--- src/sv/kpd_pkg.sv ---
// Shared constants and types for the 4x4 keypad scanner with debounce.
package kpd_pkg;

	localparam int KPD_ROWS         = 4;
	localparam int KPD_COLS         = 4;
	localparam int KPD_KEYS         = KPD_ROWS * KPD_COLS;
	localparam int KPD_HISTORY_BITS = 8;

	// Register map: register index taken from the word address bit.
	localparam int KPD_PADDR_W      = 3;
	localparam logic KPD_REG_LEVEL_MODE = 1'b0;

	typedef enum logic {
		CMD_SCAN  = 1'b0,
		CMD_CLEAR = 1'b1
	} kpd_cmd_t;

endpackage

--- src/sv/kpd_row_update.sv ---
// Debounce update for the four keys of the row that is being scanned.
module kpd_row_update
	import kpd_pkg::*;
#(
	parameter int HISTORY_BITS = KPD_HISTORY_BITS
) (
	input  logic                             level_mode,
	input  logic [KPD_COLS-1:0]              column_levels,
	input  logic [KPD_COLS*HISTORY_BITS-1:0] hist_row,
	input  logic [KPD_COLS-1:0]              status_row,
	output logic [KPD_COLS*HISTORY_BITS-1:0] hist_row_next,
	output logic [KPD_COLS-1:0]              status_row_next
);

	genvar c;
	generate
		for (c = 0; c < KPD_COLS; c++) begin : g_key
			logic [HISTORY_BITS-1:0] shifted;
			logic                    pressed;

			assign shifted = {hist_row[c*HISTORY_BITS +: HISTORY_BITS-1], column_levels[c]};
			assign pressed = (shifted == '0);

			always_comb begin
				hist_row_next[c*HISTORY_BITS +: HISTORY_BITS] = shifted;
				status_row_next[c] = status_row[c];
				if (level_mode) begin
					status_row_next[c] = pressed;
				end else if (pressed) begin
					// A latched press refills the history so a held key fires again later.
					status_row_next[c] = 1'b1;
					hist_row_next[c*HISTORY_BITS +: HISTORY_BITS] = '1;
				end
			end
		end
	endgenerate

endmodule

--- src/sv/kpd_cfg_regs.sv ---
// Configuration register block on an APB-style port.
module kpd_cfg_regs
	import kpd_pkg::*;
(
	input  logic                   clk,
	input  logic                   arst_n,
	input  logic                   psel,
	input  logic                   penable,
	input  logic                   pwrite,
	input  logic [KPD_PADDR_W-1:0] paddr,
	input  logic [31:0]            pwdata,
	output logic [31:0]            prdata,
	output logic                   pready,
	output logic                   level_mode
);

	logic level_mode_q;
	logic reg_sel;

	assign pready     = 1'b1;
	assign reg_sel    = (paddr[2] == KPD_REG_LEVEL_MODE);
	assign level_mode = level_mode_q;

	always_ff @(posedge clk or negedge arst_n) begin
		if (!arst_n) begin
			level_mode_q <= 1'b0;
		end else if (psel && penable && pwrite && pready && reg_sel) begin
			level_mode_q <= pwdata[0];
		end
	end

	always_comb begin
		prdata = '0;
		if (reg_sel) begin
			prdata[0] = level_mode_q;
		end
	end

endmodule

--- src/sv/keypad_4x4_scan_debounce_unit.sv ---
// Top level of the 4x4 keypad scanner with shift-register debounce.
//
// The block scans a 4x4 active-low key matrix. Each input word is either a scan tick carrying
// the four column levels of the row currently driven low, or a clear command that removes one
// status bit. A scan tick shifts each column level into that key's HISTORY_BITS-deep sample
// history; a key whose whole history is zero counts as pressed. With level_mode at 0 a press
// sets a sticky event bit and refills the history with ones, so a held key fires again every
// HISTORY_BITS scans of its row; with level_mode at 1 the status bit follows the debounced
// level. After each scan tick the next row is driven low. Every input word yields exactly one
// output word with the full status, the row drive pattern and the row to be sampled next.
// Throughput is one word per clock cycle while the output side takes results; a word passes
// through the input register and the result register, with the single row update between them.
// While a finished result waits for the output side, the input register can still take one
// more word; after that the input side stalls until the output side takes the result.
// level_mode sits at byte address 0 of the APB port and should only change while idle.
module keypad_4x4_scan_debounce_unit
	import kpd_pkg::*;
#(
	parameter int HISTORY_BITS = KPD_HISTORY_BITS
) (
	input  logic                   clk,
	input  logic                   arst_n,

	input  logic                   s_axis_tvalid,
	output logic                   s_axis_tready,
	input  logic [7:0]             s_axis_tdata,  // [3:0] column_levels, [7:4] clear_index
	input  logic                   s_axis_tuser,  // [0] command

	output logic                   m_axis_tvalid,
	input  logic                   m_axis_tready,
	output logic [23:0]            m_axis_tdata,  // [15:0] key_status, [19:16] row_drive,
	                                              // [21:20] next_row, [23:22] zero

	input  logic                   psel,
	input  logic                   penable,
	input  logic                   pwrite,
	input  logic [KPD_PADDR_W-1:0] paddr,
	input  logic [31:0]            pwdata,
	output logic [31:0]            prdata,
	output logic                   pready
);

	localparam int ROW_HIST_W = KPD_COLS * HISTORY_BITS;

	logic level_mode;

	// Input register stage.
	logic                valid_s1;
	kpd_cmd_t            cmd_s1;
	logic [KPD_COLS-1:0] cols_s1;
	logic [3:0]          idx_s1;

	// Architectural state.
	logic [ROW_HIST_W-1:0] hist_q [KPD_ROWS];
	logic [KPD_KEYS-1:0]   status_q;
	logic [1:0]            row_q;

	// Result register.
	logic                  out_valid_q;
	logic [KPD_KEYS-1:0]   out_status_q;
	logic [KPD_ROWS-1:0]   out_drive_q;
	logic [1:0]            out_row_q;

	logic                  advance;
	logic [ROW_HIST_W-1:0] hist_row_next;
	logic [KPD_COLS-1:0]   status_row_next;
	logic [KPD_KEYS-1:0]   status_new;
	logic [1:0]            row_new;

	kpd_cfg_regs u_cfg (
		.clk        (clk),
		.arst_n     (arst_n),
		.psel       (psel),
		.penable    (penable),
		.pwrite     (pwrite),
		.paddr      (paddr),
		.pwdata     (pwdata),
		.prdata     (prdata),
		.pready     (pready),
		.level_mode (level_mode)
	);

	kpd_row_update #(
		.HISTORY_BITS (HISTORY_BITS)
	) u_row (
		.level_mode      (level_mode),
		.column_levels   (cols_s1),
		.hist_row        (hist_q[row_q]),
		.status_row      (status_q[{row_q, 2'b00} +: KPD_COLS]),
		.hist_row_next   (hist_row_next),
		.status_row_next (status_row_next)
	);

	// The word in the input register moves on once the result register is free or draining.
	assign advance       = valid_s1 && (!out_valid_q || m_axis_tready);
	assign s_axis_tready = !valid_s1 || advance;

	always_comb begin
		status_new = status_q;
		row_new    = row_q;
		case (cmd_s1)
			CMD_CLEAR: begin
				status_new[idx_s1] = 1'b0;
			end
			CMD_SCAN: begin
				status_new[{row_q, 2'b00} +: KPD_COLS] = status_row_next;
				row_new = row_q + 2'd1;
			end
			default: begin
				status_new = status_q;
			end
		endcase
	end

	always_ff @(posedge clk or negedge arst_n) begin
		if (!arst_n) begin
			valid_s1 <= 1'b0;
		end else if (s_axis_tready) begin
			valid_s1 <= s_axis_tvalid;
		end
	end

	always_ff @(posedge clk) begin
		if (s_axis_tready && s_axis_tvalid) begin
			cmd_s1  <= kpd_cmd_t'(s_axis_tuser);
			cols_s1 <= s_axis_tdata[3:0];
			idx_s1  <= s_axis_tdata[7:4];
		end
	end

	always_ff @(posedge clk or negedge arst_n) begin
		if (!arst_n) begin
			for (int r = 0; r < KPD_ROWS; r++) begin
				hist_q[r] <= '1;
			end
			status_q <= '0;
			row_q    <= 2'd0;
		end else if (advance) begin
			if (cmd_s1 == CMD_SCAN) begin
				hist_q[row_q] <= hist_row_next;
			end
			status_q <= status_new;
			row_q    <= row_new;
		end
	end

	always_ff @(posedge clk or negedge arst_n) begin
		if (!arst_n) begin
			out_valid_q <= 1'b0;
		end else if (advance) begin
			out_valid_q <= 1'b1;
		end else if (m_axis_tready) begin
			out_valid_q <= 1'b0;
		end
	end

	always_ff @(posedge clk) begin
		if (advance) begin
			out_status_q <= status_new;
			out_drive_q  <= ~(4'b0001 << row_new);
			out_row_q    <= row_new;
		end
	end

	assign m_axis_tvalid = out_valid_q;
	assign m_axis_tdata  = {2'b00, out_row_q, out_drive_q, out_status_q};

`ifndef SYNTHESIS
	a_row_steps_on_scan: assert property (@(posedge clk) disable iff (!arst_n)
		advance && (cmd_s1 == CMD_SCAN) |=> row_q == $past(row_q) + 2'd1)
		else $error("row index did not step after a scan tick");

	a_state_holds_when_idle: assert property (@(posedge clk) disable iff (!arst_n)
		!advance |=> $stable(row_q) && $stable(status_q))
		else $error("scanner state changed without a word moving on");

	a_clear_removes_bit: assert property (@(posedge clk) disable iff (!arst_n)
		advance && (cmd_s1 == CMD_CLEAR) |=> status_q[$past(idx_s1)] == 1'b0)
		else $error("clear command left its status bit set");

	a_clear_keeps_row: assert property (@(posedge clk) disable iff (!arst_n)
		advance && (cmd_s1 == CMD_CLEAR) |=> $stable(row_q))
		else $error("clear command moved the scanned row");

	a_stalled_word_kept: assert property (@(posedge clk) disable iff (!arst_n)
		valid_s1 && !advance |=> valid_s1)
		else $error("input register dropped a word that did not move on");
`endif

endmodule

--- config.mk ---
export PLATFORM = sky130hd
export DESIGN_NAME = keypad_4x4_scan_debounce_unit
export DESIGN_NICKNAME = d
export VERILOG_FILES = /design/src/sv/kpd_pkg.sv /design/src/sv/kpd_row_update.sv /design/src/sv/kpd_cfg_regs.sv /design/src/sv/keypad_4x4_scan_debounce_unit.sv
export SDC_FILE = /design/constraint.sdc
export NUM_CORES = 1
export LEC_CHECK = 0
export BUFFER_PORTS_ARGS = -buffer_cell sky130_fd_sc_hd__buf_2
export CAP_MARGIN = 20
export CORE_UTILIZATION = 35
export CTS_CLUSTER_SIZE = 10
export DETAILED_ROUTE_END_ITERATION = 8
export PLACE_DENSITY = 0.58
export SETUP_SLACK_MARGIN = 0.15
export SYNTH_ARGS = -nofsm -noshare
export SYNTH_HDL_FRONTEND = slang
export SYNTH_SLANG_ARGS = --single-unit
--- constraint.sdc ---
create_clock -name clk -period 3.95 [get_ports clk]
set_clock_uncertainty 0.1 [all_clocks]
set_input_delay 0.1975 -clock clk [delete_from_list [all_inputs] [get_ports clk]]
set_output_delay 0.1975 -clock clk [all_outputs]
set_load 0.05 [all_outputs]
## After elaboration in Yosys (flattened, before gate mapping)

Index checks and enable logic that the tools add are counted.

- $lt $le $gt $ge: 4
- Shift operators: 4
- Reductions and logical operators: 17
- Bitwise gates (word level): 6
- Muxes and demuxes: 30
- Add/subtract/negate cells: 2

Operator list:

| cell | count |
|---|---|
| $bwmux 128 | 1 |
| $bmux 32 s2 | 1 |
| $demux 32 s2 | 1 |
| $mux 8 | 8 |
| $mux 31 | 2 |
| $logic_not 8->1 | 4 |
| $mux 32 | 1 |
| $pmux 16 s2 | 1 |
| $and 16x16->16 | 1 |
| $bwmux 16 | 1 |
| $not 16->16 | 1 |
| $shift 4x6->16 const A | 1 |
| $shiftx 16x5->4 | 1 |
| $shiftx 4x6->16 | 1 |
| $mux 1 | 12 |
| $logic_and 1x1->1 | 7 |
| $neg 4->6 | 1 |
| $lt 4x5->1 const B | 1 |
| $demux 1 s4 | 1 |
| $ge 4x1->1 const B | 1 |
| $not 4->4 | 1 |
| $shl 1x2->4 const A | 1 |
| $ge 3x3->1 const B | 1 |
| $lt 3x1->1 const B | 1 |
| other kinds (8) | 11 |

- Word-level logic and storage cells: 78
- Bits in registers: 180
- Bits of input ports: 51
- Output and inout port bits: 59

## Depth between registers and ports, before layout

Gate-level depths: netlist of run 1.

- Depth after elaboration: 10
- Mapped depth: 9
- Depth with buffers taken out: 6

## By module

A second synthesis of run 1 with hierarchy kept.

- Cell total of the unflattened synthesis: 671
- Area total of the unflattened synthesis: 9522.9 µm²

By module, submodules not included:

| module | seq. area each (µm²) | times used | area each (µm²) | cells an instance |
|---|---|---|---|---|
| keypad_4x4_scan_debounce_unit | 4794.6 | 1 | 8546.9 | 550 |
| kpd_row_update | 0.0 | 1 | 674.4 | 83 |
| kpd_cfg_regs | 25.0 | 1 | 301.5 | 38 |

## Worst setup path before layout of run 1

No wires, ideal clock.

- Path kind: reg2reg
- Start point: register row_q[0]
- End point: register status_q[3]
- Clock period less this slack: 2.609 ns
- Cell stages (with the launch flop): 9
- Slack: 1.341 ns
- Buffers on the path: 2
- Setup time: 0.091 ns
- Data required time: 3.759 ns
- Arrival: 2.419 ns
- Path through: dfrtp_1 > buf_6 > buf_1 > inv_1 > ha_1 > nor4bb_1 > and3_1 > nand2_1 > o221ai_1

- Longest elaborated chain between the ends: 10
- Elaborated cells on any way between the ends: 22
- Those cells by class: add/sub: 1; shift: 3; mux: 13; bitwise: 1; reduce/logical: 4

Ends and longest elaborated chain:

| what | line | text |
|---|---|---|
| start, declared | keypad_4x4_scan_debounce_unit.sv:56 | `logic [1:0] row_q;` |
| start signal, assigned | keypad_4x4_scan_debounce_unit.sv:143 | `row_q <= row_new;` |
| $not 2->3 (implied by the code) | keypad_4x4_scan_debounce_unit.sv:88 | `.hist_row (hist_q[row_q]),` |
| $bmux 32 s2 | keypad_4x4_scan_debounce_unit.sv:88 |  |
| $mux 31 (implied by the code) (2 in series) | keypad_4x4_scan_debounce_unit.sv:88 |  |
| $logic_not 8->1 | kpd_row_update.sv:22 | `assign pressed = (shifted == '0);` |
| $mux 1 | kpd_row_update.sv:29 | `end else if (pressed) begin` |
| $mux 1 | kpd_row_update.sv:27 | `if (level_mode) begin` |
| $shiftx 4x6->16 | keypad_4x4_scan_debounce_unit.sv:106 | `status_new[{row_q, 2'b00} +: KPD_COLS] = status_row_next;` |
| $bwmux 16 * | keypad_4x4_scan_debounce_unit.sv:106 |  |
| $pmux 16 s2 * | keypad_4x4_scan_debounce_unit.sv:101 | `case (cmd_s1)` |
| end signal, assigned | keypad_4x4_scan_debounce_unit.sv:142 | `status_q <= status_new;` |
| end, declared | keypad_4x4_scan_debounce_unit.sv:55 | `logic [KPD_KEYS-1:0] status_q;` |

Mark *: on every way between the ends. The rest lies on a longest branch, timed or not. The select of a mux whose other input is x is not followed.
A chain may end at the register's enable or synchronous reset.

## Final worst setup path of run 1

- Start point: register row_q[0]
- End point: register out_status_q[7] (data pin)

- Longest elaborated chain between the ends: 10
- Elaborated cells on any way between the ends: 22
- Those cells by class: add/sub: 1; shift: 3; mux: 13; bitwise: 1; reduce/logical: 4

Ends and longest elaborated chain:

| what | line | text |
|---|---|---|
| $not 2->3 (implied by the code) | keypad_4x4_scan_debounce_unit.sv:88 |  |
| $bmux 32 s2 | keypad_4x4_scan_debounce_unit.sv:88 |  |
| $mux 31 (implied by the code) (2 in series) | keypad_4x4_scan_debounce_unit.sv:88 |  |
| $logic_not 8->1 | kpd_row_update.sv:22 |  |
| $mux 1 | kpd_row_update.sv:29 |  |
| $mux 1 | kpd_row_update.sv:27 |  |
| $shiftx 4x6->16 | keypad_4x4_scan_debounce_unit.sv:106 |  |
| $bwmux 16 * | keypad_4x4_scan_debounce_unit.sv:106 |  |
| $pmux 16 s2 * | keypad_4x4_scan_debounce_unit.sv:101 |  |
| via status_new[7] | keypad_4x4_scan_debounce_unit.sv:67 | `logic [KPD_KEYS-1:0] status_new;` |
| end signal, assigned | keypad_4x4_scan_debounce_unit.sv:159 | `out_status_q <= status_new;` |
| end, declared | keypad_4x4_scan_debounce_unit.sv:60 | `logic [KPD_KEYS-1:0] out_status_q;` |

Mark *: on every way through the listed nets, which the timed path passes. The rest lies on a longest branch. The select of a mux whose other input is x is not followed.

==> summary.md, run 1 <==
- **num rows** 54
- **insertion delay of the later-clocked pin in the worst-skew pair** 0.43 ns
- **Root Buffer Master** sky130_fd_sc_hd__clkbuf_16
- **worst IR drop on VDD** 0.263 mV
- **starting density of the core** 36.1%
- **kind of launch point of the worst setup path** flip-flop
- **deepest level of the CTS H-tree** 4
- **vias per cell** 5.02
- **Die Ht** 153 µm
- **placer congestion estimate** 0.837
- **Initial DRT Pass Iterations** 9
- **Distinct cells, synth** 45
- **cell class contributing the biggest share of worst-path delay** flip-flops
- **Area Overhead vs Synth** 13.6%
- **Post-route DRC** 7
- **Area contributors post-synth** sky130_fd_sc_hd__dfstp_2 37%, sky130_fd_sc_hd__edfxtp_1 12%, sky130_fd_sc_hd__mux4_2 9.1%, sky130_fd_sc_hd__o21ai_0 8.4%, sky130_fd_sc_hd__dfrtp_1 6.6%
- **share of the clock period used by the worst path** 77.4%
- **first-pass GRT wire length** 28400 µm
- **number of setup buffers added after CTS** 0
- **Slowest-stage cell, CP** sky130_fd_sc_hd__dfrtp_2
- **Max Transition Viols Final** 0
- **primary flip-flop cell chosen by synthesis mapping** sky130_fd_sc_hd__dfstp_2
- **sequential element share of the synthesized area** 55.3%
- **result of the run** finished, violations left
- **chain of cells forming the critical path** buf_12 > mux4_2 > nor4_4 > a21oi_1 > o21ai_0
- **hpwl dp** 10900 µm
- **antenna violations before repair** 0
- **cell taking the most area after synthesis** sky130_fd_sc_hd__dfstp_2
- **ratio of total power to cell area** 850 nW/µm²
- **CTS tree** built
- **pin slew with the least headroom to its limit** 0.812 ns
- **total count of hold-check failures in the final report** 0
- **share of cells above drive strength 1** 30.5%
- **Synth async-reset ratio** 81.1%
- **Crit path largest cell delay** 0.83 ns
- **final count of negative-setup-slack endpoints** 0
- **top library cells by usage in the layout, fill and taps aside** 140 x sky130_fd_sc_hd__nand2_1, 134 x sky130_fd_sc_hd__o21ai_0, 112 x sky130_fd_sc_hd__dfstp_2
- **start-to-end type of the worst setup path** reg -> reg
- **number of buffers inserted during clock tree synthesis** 17
- **IO Count** 110
- **Syn. warnings** 0
- **fin crit period** 3.06 ns
- **I/O Buffers** 42
- **category of the worst setup path capture point** flip-flop
- **total routed wirelength** 17300 µm
- **number of enable-type register cells in the synthesized netlist** 31
- **Critical path buffers and inverters** 1
- **max-cap violation count** 0
- **register bit total from synthesis** 164
- **DIE WIDTH** 153 µm
- **required arrival time at the worst endpoint** 4.10 ns
- **setup repair after global routing missed its margin** no
- **area enclosed by the die boundary** 23300 µm²
- **maximum fanout count along the critical path** 22
- **post-synth top area share** 37.0%
- **CTS sink cnt** 164
- **static leakage** 3.50 nW
- **Highest Clock Rate** 327 MHz
- **vias in the first global route** 5178
- **cell area after technology mapping** 7960 µm²
- **final sum of negative setup slack** 0 ns
- **buffer depth of the longest clock path** 2
- **pin count of the biggest net entering global routing** 61
- **antenna diode count** 0
- **count of mapped cells out of synthesis** 729
- **overall overflow remaining after global route** 0
- **most common cell after layout, fill and taps aside** sky130_fd_sc_hd__nand2_1
- **core area** 22000 µm²
- **critical path arrival** 3.21 ns
- **path class of the lowest-slack min-delay path** in -> reg
- **count of nets after finishing** 831
- **total global-route track usage** 15.6%
- **Slew Limit Headroom** 45.9%
- **post-layout utilization of the core** 41.0%
- **Worst Setup Slack, final** 0.894 ns
- **failing checks** DRC
- **number of gates given a new drive strength after cts** 0
- **Post-DRT Antenna Nets** 0
- **number of design-rule violations left by the first detailed-router iteration** 289
- **Mean Syn Cell Area** 10.9 µm²
- **total via count in the routed design** 5350
- **pre-CTS setup slack** 0.854 ns
- **clock transition at the registers of the reported paths** 0.06 ns
- **routed length per instance** 16.2 µm
[synth_stat cells (2+ instances only)]
cell,count
sky130_fd_sc_hd__nand2_1,140
sky130_fd_sc_hd__edfxtp_1,31
sky130_fd_sc_hd__a21o_1,8
sky130_fd_sc_hd__buf_1,2
sky130_fd_sc_hd__nand2b_1,3
sky130_fd_sc_hd__and3_1,3
sky130_fd_sc_hd__o221ai_1,7
sky130_fd_sc_hd__nor4b_1,3
sky130_fd_sc_hd__nor4_4,4
sky130_fd_sc_hd__nor4bb_1,5
sky130_fd_sc_hd__dfstp_2,112
sky130_fd_sc_hd__o21ai_0,134
sky130_fd_sc_hd__nand3_1,10
sky130_fd_sc_hd__nor4b_2,4
sky130_fd_sc_hd__nor4_1,4
sky130_fd_sc_hd__a31oi_1,4
sky130_fd_sc_hd__conb_1,2
sky130_fd_sc_hd__inv_1,13
sky130_fd_sc_hd__mux4_2,32
sky130_fd_sc_hd__or2_2,2
sky130_fd_sc_hd__nor2_1,14
sky130_fd_sc_hd__nor2b_1,10
sky130_fd_sc_hd__ha_1,7
sky130_fd_sc_hd__clkbuf_1,38
sky130_fd_sc_hd__o21ai_1,18
sky130_fd_sc_hd__nand4b_1,5
sky130_fd_sc_hd__dfrtp_1,21
sky130_fd_sc_hd__a21oi_1,42
sky130_fd_sc_hd__buf_4,35
[per-stage QoR]
stage	instances	power, mW	hold slack (ns)	cell area, µm²
CTS	1066	7.76	0.0182	9040
detailed placement	1021	6.13	0.235	8340
finish	1066	7.68	0.0748	9040
global placement	1021	6.06	0.239	8340
global route	1066	8.21	0.0744	9040
floorplan	761	5.32	-0.198	8080
[kinds of logic (layout without fill, tap and decap cells)]
kind of cell / after synthesis / after routing / share of synthesized area, %
compound gates: 217 / 217 / 14.5
simple gates: 212 / 212 / 13.5
flops: 164 / 164 / 55.3
buf+inv: 91 / 116 / 6.05
mux: 34 / 34 / 9.33
fa+ha+maj: 7 / 7 / 1.10
other cells: 2 / 34 / 0.0944
xor+xnor: 2 / 2 / 0.220
[sequential cells by signal (all words and copies together) (netlist names)]
signal,count
hist_q,112
out_status_q,16
cols_s1,4
status_q,16
row_q,2
idx_s1,4
out_row_q,2
out_drive_q,4
valid_s1,1
u_cfg.level_mode,1
cmd_s1,1
m_axis_tvalid,1
[final cells by class]
| cell class | instances | area, µm² |
|---|---|---|
| clock buffer | 27 | 514 |
| clock inverter | 5 | 50.0 |
| fill | 2132 | 13000 |
| inverter | 14 | 52.6 |
| multi-input combinational | 506 | 3200 |
| sequential | 164 | 4400 |
| tap | 280 | 350 |
| timing repair buffer | 70 | 468 |
[routing by layer]
metal  track usage (%)  up-vias  routed length (µm)
met5                 0        -                   0
met3              3.01       12                 509
met4              4.33        0                 136
met1              21.4     2615                8360
met2              25.2       91                8270
li1                  -     2632                   -
[worst min-delay path: cells and delay by family]
| kind | cells | cell delay (ns) |
|---|---|---|
| simple gates | 1 | 0.10 |
| mux | 1 | 0.15 |
| buf+inv | 1 | 0.11 |
[power breakdown]
| group | total (mW) | internal [mW] | switching (mW) | leakage (nW) |
|---|---|---|---|---|
| registers | 3.10 | 2.72 | 0.379 | 1.73 |
| clock network | 1.59 | 0.953 | 0.638 | 0.280 |
| logic | 2.99 | 1.11 | 1.88 | 1.48 |
| total | 7.68 | 4.78 | 2.90 | 3.50 |
[final timing paths]
kind / from / to / slack [ns] / cells after the start
min in group asynchronous: arst_n / status_q[13] / 0.31 / 2
max in group asynchronous: arst_n / hist_q[110] / 2.38 / 3
setup / recovery: row_q[0] / out_status_q[7] / 0.89 / 5
setup reg to reg: row_q[0] / out_status_q[7] / 0.89 / 5
hold / removal: pwrite / u_cfg.level_mode / 0.07 / 3
hold reg to reg: hist_q[32] / hist_q[32] / 0.36 / 2
[what timing repair did]
action                                  in CTS  in global routing
endpoints found under the setup margin       0                  0
hold buffers                                13                  0
hold endpoints to repair                    27                  0
(Power assumes the default switching activity.)
==> run 2: changes to the inputs <==
- clock period: 3.95 -> 3.1 ns (I/O delays scaled with it)
==> run 2 against run 1 <==
The flow still finishes with violations (DRC). Sequential power increased by 27%. Design area increased by 1.6%. Core utilization increased by 0.64 points. Die area unchanged.
==> summary.md, run 2 (same netlist as run 1, synthesis figures left out) <==
- **Initial DRT Pass Iterations** 7, -2
- **count of nets after finishing** 841, +1.2%
- **share of cells above drive strength 1** 31.8%, +1.2 points
- **I/O Buffers** 42, unchanged
- **start-to-end type of the worst setup path** reg -> reg
- **total count of hold-check failures in the final report** 0, unchanged
- **result of the run** finished, violations left
- **Area Overhead vs Synth** 15.3%
- **Highest Clock Rate** 373 MHz, +14%
- **ratio of total power to cell area** 1100 nW/µm², +29%
- **buffer depth of the longest clock path** 2, unchanged
- **category of the worst setup path capture point** flip-flop
- **share of the clock period used by the worst path** 86.5%, +9.1 points
- **total global-route track usage** 16.3%, +0.66 points
- **DIE WIDTH** 153 µm, unchanged
- **top library cells by usage in the layout, fill and taps aside** 140 x sky130_fd_sc_hd__nand2_1, 134 x sky130_fd_sc_hd__o21ai_0, 112 x sky130_fd_sc_hd__dfstp_2
- **setup repair after global routing missed its margin** no
- **Root Buffer Master** sky130_fd_sc_hd__clkbuf_16
- **num rows** 54, unchanged
- **register with the most flip-flops** hist_q
- **clock transition at the registers of the reported paths** 0.06 ns, about the same
- **number of design-rule violations left by the first detailed-router iteration** 329, +14%
- **IO Count** 110, unchanged
- **maximum fanout count along the critical path** 14, -36%
- **Placed Instances** 1030, +0.88%
- **Die Ht** 153 µm, unchanged
- **CTS sink cnt** 164, unchanged
- **critical path arrival** 2.84 ns, -0.37 ns
- **worst hold slack** 0.152 ns, +0.0771 ns
- **overall overflow remaining after global route** 0, unchanged
- **final count of negative-setup-slack endpoints** 0, unchanged
- **number of fill cells** 2076, -2.6%
- **Post-DRT Antenna Nets** 0, unchanged
- **number of buffers inserted during clock tree synthesis** 17, unchanged
- **final sum of negative setup slack** 0 ns, unchanged
- **fin crit period** 2.68 ns, -0.375 ns
- **Post-route DRC** 8, +1
- **most common cell after layout, fill and taps aside** sky130_fd_sc_hd__nand2_1
- **Slew Limit Headroom** 48.4%, +2.5 points
- **Design Power** 10.1 mW, +31%
- **vias in the first global route** 5500, +6.2%
- **pin slew with the least headroom to its limit** 0.774 ns, -0.0380 ns
- **pin count of the biggest net entering global routing** 57, -6.6%
- **antenna diode count** 0, unchanged
- **starting density of the core** 36.1%, unchanged
- **kind of launch point of the worst setup path** flip-flop
- **vias per cell** 5.05, +0.55%
- **core area** 22000 µm², unchanged
- **worst IR drop on VDD** 0.421 mV, +60%
- **static leakage** 3.58 nW, +2.2%
- **total via count in the routed design** 5430, +1.5%
- **routed length per instance** 16.6 µm, +2.6%
- **total area of multi-input combinational cells** 3240 µm², +1.1%
- **largest registers** hist_q x112, out_status_q x16, status_q x16
- **required arrival time at the worst endpoint** 3.26 ns, -0.84 ns
- **deepest level of the CTS H-tree** 4, unchanged
- **antenna violations before repair** 0, unchanged
- **failing checks** DRC
- **path class of the lowest-slack min-delay path** in -> reg
- **first-pass GRT wire length** 29700 µm, +4.5%
- **area enclosed by the die boundary** 23300 µm², unchanged
- **total routed wirelength** 17900 µm, +3.6%
- **placer congestion estimate** 0.798, -4.6%
- **Max Transition Viols Final** 0, unchanged
- **number of setup buffers added after CTS** 0, unchanged
- **max-cap violation count** 0, unchanged
- **hpwl dp** 11600 µm, +7.3%
- **insertion delay of the later-clocked pin in the worst-skew pair** 0.42 ns, about the same
- **post-layout utilization of the core** 41.7%, +0.64 points
- **CTS tree** built
- **post-layout instance count excluding filler cells** 1076, +0.94%
- **number of flip-flops under the largest register name** 112, unchanged
- **combined flip-flop and latch cell area** 4400 µm², about the same
==> run 2: cell types whose count changed in the layout (fill, tap and decap cells not counted), moves of 2 or more <==
cell | previous run | this run
sky130_fd_sc_hd__buf_4 | 15 | 25
sky130_fd_sc_hd__clkbuf_1 | 6 | 2
sky130_fd_sc_hd__inv_4 | 0 | 4
sky130_fd_sc_hd__nor4b_2 | 4 | 0
sky130_fd_sc_hd__nor4b_4 | 0 | 4
sky130_fd_sc_hd__clkinv_2 | 4 | 1
sky130_fd_sc_hd__clkinv_4 | 0 | 2
==> run 2: layout make-up <==
class                   instances  share of cell area (%)
flip-flops and latches        164                    48.0
multi-input cells             506                    35.3
repair buffers                 80                    5.81
clock buffers                  22                    5.29
well taps                     280                    3.82
clock inverters                10                    1.27
inverters                      14                   0.573
==> run 2: report_power, final <==
part           leakage, nW  switching [mW]  internal, mW  total, mW
Sequential            1.73           0.480          3.47       3.95
Clock                0.301           0.858          1.28       2.14
Combinational         1.54            2.48          1.51       4.00
Total                 3.58            3.82          6.27       10.1
==> run 2: repair_timing <==
item / CTS / global route
hold endpoints to repair: 16 / 0
gates resized for setup: 0 / 5
hold buffers: 14 / 0
setup endpoints to repair: 0 / 92
==> run 2: worst paths after layout <==
check	endpoint	slack (ns)	depth (start not counted)	start
min in group asynchronous	status_q[9]	0.25	2	arst_n
max reg2reg	out_status_q[12]	0.42	5	row_q[0]
max in group asynchronous	hist_q[123]	1.84	3	arst_n
min	m_axis_tvalid	0.15	3	m_axis_tready
min reg2reg	hist_q[64]	0.36	2	hist_q[64]
max	out_status_q[12]	0.42	5	row_q[0]
==> run 2: critical path, stage by stage, from the launching register on <==
cell and delay, ns:
sky130_fd_sc_hd__dfrtp_4 0.60, sky130_fd_sc_hd__buf_4 0.24, sky130_fd_sc_hd__mux4_2 0.57, sky130_fd_sc_hd__nor4_1 0.52, sky130_fd_sc_hd__a21oi_1 0.27, sky130_fd_sc_hd__o21ai_0 0.21
==> run 2: metrics by stage <==
| stage | instance area (µm²) | setup WS (ns) |
|---|---|---|
| 6_report | 9180 | 0.418 |
| 5_1_grt | 9180 | 0.262 |
| 4_1_cts | 9140 | 0.194 |
| 3_5_place_dp | 8400 | 0.210 |
| 3_3_place_gp | 8400 | 0.263 |
| 2_1_floorplan | 8080 | 0.491 |
==> run 2: per-layer routing <==
layer	up-vias	share of wire [%]	global-route usage (%)
met4	0	1.5	5.92
met3	24	3.5	3.19
met1	2639	47	21.7
li1	2656	-	-
met2	111	48	26.3
met5	-	0	0
